File: src/tbts_pkg.sv
// Shared constants and helpers for the three-band tone stack.
// Holds coefficients, register indexes and operand-width helpers.
// No dependencies; imported by every module of the block.
`default_nettype none

package tbts_pkg;

   // Default sample width (signed Q1.(SAMPLE_BITS-1) samples)
   localparam int SAMPLE_BITS_DEFAULT = 24;

   // One-pole coefficients, unsigned Q0.24
   localparam int COEF_FRAC   = 24;
   localparam int COEF_BASS   = 540142;    // 0.032195
   localparam int COEF_TREBLE = 4692168;   // 0.279675
   localparam int COEF_GAIN   = 33554;     // 0.002

   // Gain targets are unsigned Q3.13
   localparam int TARGET_BITS = 16;
   localparam int TARGET_FRAC = 13;
   localparam logic [TARGET_BITS-1:0] TARGET_RESET = 16'd8192;

   // Configuration port
   localparam int CSR_INDEX_BITS = 8;
   localparam logic [CSR_INDEX_BITS-1:0] REG_BASS_GAIN_TARGET   = 8'd0;
   localparam logic [CSR_INDEX_BITS-1:0] REG_MID_GAIN_TARGET    = 8'd1;
   localparam logic [CSR_INDEX_BITS-1:0] REG_TREBLE_GAIN_TARGET = 8'd2;

   // Width of the multiplier's second operand: wide enough for a gain
   // (sample width plus sign) and for a Q0.24 coefficient plus sign.
   function automatic int opb_bits(input int sample_bits);
      int w;
      w = sample_bits + 1;
      if (w < COEF_FRAC + 1) begin
         w = COEF_FRAC + 1;
      end
      return w;
   endfunction

endpackage

`default_nettype wire

File: src/tbts_mul_unit.sv
// Shared signed multiplier with registered product and round-half-up shift.
// Rounds by the coefficient fraction or by the internal fraction bits.
// Depends on tbts_pkg.
`default_nettype none

module tbts_mul_unit
   import tbts_pkg::*;
#(
   parameter int SAMPLE_BITS = SAMPLE_BITS_DEFAULT,
   parameter int OPB_BITS    = opb_bits(SAMPLE_BITS)
) (
   input  wire logic                          clock,
   input  wire logic signed [SAMPLE_BITS:0]   opa,
   input  wire logic signed [OPB_BITS-1:0]    opb,
   input  wire logic                          coef_scale,
   output logic signed [SAMPLE_BITS+1:0]      rnd
);

   localparam int FB = SAMPLE_BITS - 3;
   localparam int PW = SAMPLE_BITS + 1 + OPB_BITS;
   localparam logic signed [PW-1:0] HALF_C = {{(PW-1){1'b0}}, 1'b1} << (COEF_FRAC - 1);
   localparam logic signed [PW-1:0] HALF_F = {{(PW-1){1'b0}}, 1'b1} << (FB - 1);

   logic signed [PW-1:0] prod_in;
   logic signed [PW-1:0] prod_ff;
   logic                 scale_ff;
   logic signed [PW-1:0] biased;
   logic signed [PW-1:0] shifted;

   assign prod_in = opa * opb;

   always_ff @(posedge clock) begin
      prod_ff  <= prod_in;
      scale_ff <= coef_scale;
   end

   // Round half up: add half an LSB of the result, then floor-shift
   assign biased  = prod_ff + (scale_ff ? HALF_C : HALF_F);
   assign shifted = scale_ff ? (biased >>> COEF_FRAC) : (biased >>> FB);
   assign rnd     = shifted[SAMPLE_BITS+1:0];

endmodule

`default_nettype wire

File: config.mk
export PLATFORM = sky130hd
export DESIGN_NAME = tbts_mul_unit
export DESIGN_NICKNAME = d
export VERILOG_FILES = /design/src/tbts_pkg.sv /design/src/tbts_mul_unit.sv
export SDC_FILE = /design/constraint.sdc
export NUM_CORES = 2
export LEC_CHECK = 0
export ABC_CLOCK_PERIOD_IN_PS = 8300
export BUFFER_PORTS_ARGS = -buffer_cell sky130_fd_sc_hd__buf_2
export CORE_UTILIZATION = 55
export DETAILED_ROUTE_END_ITERATION = 16
export PLACE_DENSITY = 0.72
export SLEW_MARGIN = 20
export SYNTH_ARGS = -nofsm -noshare
export SYNTH_HDL_FRONTEND = slang
export SYNTH_SLANG_ARGS = --single-unit
File: constraint.sdc
create_clock -name clock -period 8.3 [get_ports clock]
set_input_delay 0.415 -clock clock [delete_from_list [all_inputs] [get_ports clock]]
set_output_delay 0.415 -clock clock [all_outputs]
set_load 0.05 [all_outputs]
Yosys cells after proc, flatten, opt, wreduce, memory -nomap -nowiden
Index checks and enable logic that the tools add are counted.
{"block": "totals", "reg_bits": 51, "input_bits": 52, "output_inout_bits": 26, "wordCells": 6}
{"block": "op_classes", "n_addsub": 1, "n_mul": 1, "mux": 2}
{"operator": "adder 50 x 25 -> 50 bit", "n": 1}
{"operator": "multiplier 25 x 25 -> 50 bit", "n": 1}
{"operator": "2-to-1 mux 26 bit", "n": 1}
{"operator": "2-to-1 mux 24 bit", "n": 1}

Longest topological paths before layout
{"block": "logic_depth", "word_depth": 3, "mapped_depth": 26, "ltp_nobuf": 25}

Worst setup path before layout
Ideal clock, no wire load.
{"block": "synth_path", "path_kind": "input to register", "startpoint": "input port opa[24]", "endpoint": "register prod_ff[48]", "setup_ps": 64, "arrival_ps": 6907, "required_time_ps": 8236, "path_slack_ps": 1329, "stages": 20, "path_buffers": 1, "path_cell_list": "clkbuf_1 -> nand2_1 -> inv_1 -> fa_1 -> inv_1 -> fa_1 -> fa_1 -> inv_1 -> fa_1 -> fa_1 -> fa_1 -> fa_1 -> ha_1 -> a21o_1 -> a21o_1 -> a21oi_1 -> o21ai_0 -> a221o_1 -> or4b_2 -> nand4_1"}
{"block": "synth_between", "elab_chain_len": 1}
{"element": "from (decl)", "line_no": "tbts_mul_unit.sv:13", "rtl": "input wire logic signed [SAMPLE_BITS:0] opa,"}
{"element": "multiplier 25 x 25 -> 50 bit", "line_no": "tbts_mul_unit.sv:30", "rtl": "assign prod_in = opa * opb;"}
{"element": "named net prod_in[48]", "line_no": "tbts_mul_unit.sv:24", "rtl": "logic signed [PW-1:0] prod_in;"}
{"element": "to (signal assigned)", "line_no": "tbts_mul_unit.sv:33", "rtl": "prod_ff <= prod_in;"}
{"element": "to (decl)", "line_no": "tbts_mul_unit.sv:25", "rtl": "logic signed [PW-1:0] prod_ff;"}
The timed path passes the listed nets, and every way through them passes these cells.

Worst setup path in the final report
{"block": "layout_path", "startpoint": "input port opb[1]", "endpoint": "register prod_ff[48]"}
{"block": "layout_between", "elab_chain_len": 1}
{"element": "from (decl)", "line_no": "tbts_mul_unit.sv:14", "rtl": "input wire logic signed [OPB_BITS-1:0] opb,"}
{"element": "multiplier 25 x 25 -> 50 bit", "line_no": "tbts_mul_unit.sv:30"}
{"element": "named net prod_in[48]", "line_no": "tbts_mul_unit.sv:24"}
The timed path passes the listed nets, and every way through them passes these cells.

==> summary.md <==
| Metric | Value |
|---|---|
| Outcome | `completed` |
| Grt ovf | `0` |
| Worst Setup End Kind | `register` |
| Post-cts sizing count | `0` |
| Flip-flop and latch count after synthesis | `31` |
| I/O Buffers | `77` |
| CTS Sinks | `31` |
| Fin. Hold Viols | `0` |
| Arr. time, crit path | `7620 ps` |
| Critical-path top delay cell | `fa_1` |
| Cells along the critical path | `buf_2, nand2_1, inv_1, fa_1, inv_1, fa_1, fa_1, inv_1, fa_1, fa_1, fa_1, fa_1, ha_1, a21o_1, a21o_1, a21oi_1, o21ai_0, a221o_1, or4b_2, nand4_1` |
| Buffers plus inverters on the worst setup path | `4` |
| Hold buffers post-CTS | `0` |
| CTS buffer count | `5` |
| First-pass GRT wire length | `99.1 mm` |
| Most common cell after layout, fill and taps aside | `fa_1` |
| Largest net degree at the start of global routing | `32` |
| Residual DRC | `0` |
| Die Width | `210 um` |
| Netlist Area Pre-Place | `roughly 24000 um2` |
| # setup viols final | `0` |
| Post-route ant nets | `0` |
| Initial detailed-routing violation count | `943` |
| CP startpoint kind | `primary input` |
| Worst path most repeated cell | `fa_1` |
| Final HPWL DP | `49.2 mm` |
| MaxCap Viol Count | `0` |
| Max clock buf depth | `2` |
| Post-CTS setup repair buffer count | `0` |
| Synth async-reset ratio | `0%` |
| RSZ-0062 raised after global routing | `false` |
| Gr usage total | `29.0%` |
| Diode count | `0` |
| Min Tclk post-route | `7400 ps` |
| WL/cell | `18.7 um` |
| I/O pin cnt | `78` |
| Yosys warns | `0` |
| Post-synth EDFFs | `0` |
| Worst-path maximum fanout | `24` |
| Rel. slew slack | `45.3%` |
| Setup CP Type | `in -> reg` |
| Total negative setup slack | `0 ps` |
| Syn-to-layout area delta | `3.85%` |
| FP Rows | `75` |
| Slowest stage delay, CP | `880 ps` |
| Commonest cells after routing, fill and taps aside | `fa_1 (657), inv_1 (635), nand2_1 (330)` |
| Post-synth net total | `approximately 3400` |
| Final GP Congestion | `0.964` |
| Final Max Slew Viols | `0` |
| Die ar. | `44200 um2` |
| Sequential share of the synthesized area | `2.60%` |
| CP required | `between 8000 and 9000 ps` |
| Nets@finish | `~3400` |
| Syn avg cell area | `9.38 um2` |
| Initial Utilization | `56.4%` |
| Via density | `5.41` |
| Vias | `16800` |
| Post-synth top flop | `dfxtp_1` |
| Layout cell share with drive strength beyond 1 | `4.27%` |
| CTS tree | `yes` |
| Crit share post-route | `89.2%` |
| H-tree levels | `2` |
| Least-Margin Pin Slew | `818 ps` |
| Mapped Cells | `2544` |
| Register area | `about 620 um2` |
| Cell family with most CP delay | `adder cells` |
| Vias in the first global route | `about 20000` |
| Worst hold path type | `in -> reg` |
| Core area | `42300 um2` |
| Number of distinct library cells after synthesis | `60` |
| Die Span Y | `about 210 um` |
| CTS root buf | `clkbuf_16` |
| Fmax | `0.135 GHz` |
| First-pass DRT Iterations | `6` |
| Routed wire length | `58.1 mm` |
| Filler cells | `around 3700` |
| Initial antenna violation count | `1` |
| Clock-pin slew on the worst setup and hold paths | `50 ps` |
| Multi-input logic area | `20400 um2` |
==> metal layers <==
metal | track usage [%] | up-vias | routed length [um]
met5 | 0 | - | 0
met4 | 14.5 | 0 | 3500
met3 | 2.73 | 175 | 2490
met2 | 54.4 | 536 | 31300
met1 | 32.7 | 8814 | 20800
li1 | - | 7283 | -
==> area by class of cell <==
| class | instances | share of cell area, % |
|---|---|---|
| clock buffer | 7 | 0.616 |
| clock inverter | 1 | 0.0303 |
| inverter | 635 | 9.62 |
| timing repair buffer | 86 | 1.83 |
| tap | 577 | 2.91 |
| multi-input combinational | 1769 | 82.5 |
| sequential | 31 | 2.51 |
==> registers in the layout (all words and copies together), names as in the netlist <==
name,count
scale_ff,1
prod_ff,30
==> worst paths after layout <==
path | start | to | slack, ps | depth (start not counted)
setup / recovery | opb[1] | prod_ff[48] | 900 | 20
hold / removal | coef_scale | scale_ff | 250 | 1
==> Yosys cell counts (14+ instances only) <==
library cell | count | area share, %
xnor2_1 | 42 | 1.5
dfxtp_1 | 31 | 2.6
a21o_1 | 14 | 0.44
fa_1 | 657 | 55
nor2_1 | 25 | 0.39
and2_1 | 308 | 8.1
a21oi_1 | 40 | 0.84
nand4_1 | 15 | 0.39
mux2i_1 | 25 | 1.0
nand3_1 | 20 | 0.42
nand2_1 | 330 | 5.2
inv_1 | 635 | 10
xor2_1 | 30 | 1.1
o21ai_0 | 20 | 0.42
clkbuf_1 | 106 | 1.7
ha_1 | 140 | 7.3
nor2b_1 | 25 | 0.66
==> through the flow <==
stage / setup slack [ps] / cells / cell area [um2] / utilization [%] / hold slack (ps)
floorplan: 1330 / 2544 / 23900 / - / 443
global route: 548 / 3106 / 24800 / 58.5 / 238
detailed placement: 686 / 3098 / 24600 / 58.1 / 523
finish: 895 / 3106 / 24800 / 58.5 / 246
global placement: 879 / 3098 / 24600 / 58.1 / 521
CTS: 948 / 3106 / 24800 / 58.5 / 239
==> cells by family after synthesis <==
logic type	Yosys count	share of synthesized area (%)
buffers and inverters	744	11.7
AND/OR/NAND/NOR	755	16.1
AO/OA/AOI/OAI	119	3.37
multiplexers	26	1.10
flip-flops	31	2.60
adder cells (fa/ha/maj)	797	62.5
XOR/XNOR	72	2.64
Power is left out: the tool's default activity adds up to more than one toggle a clock period on the data nets, which glitch-free logic cannot reach.
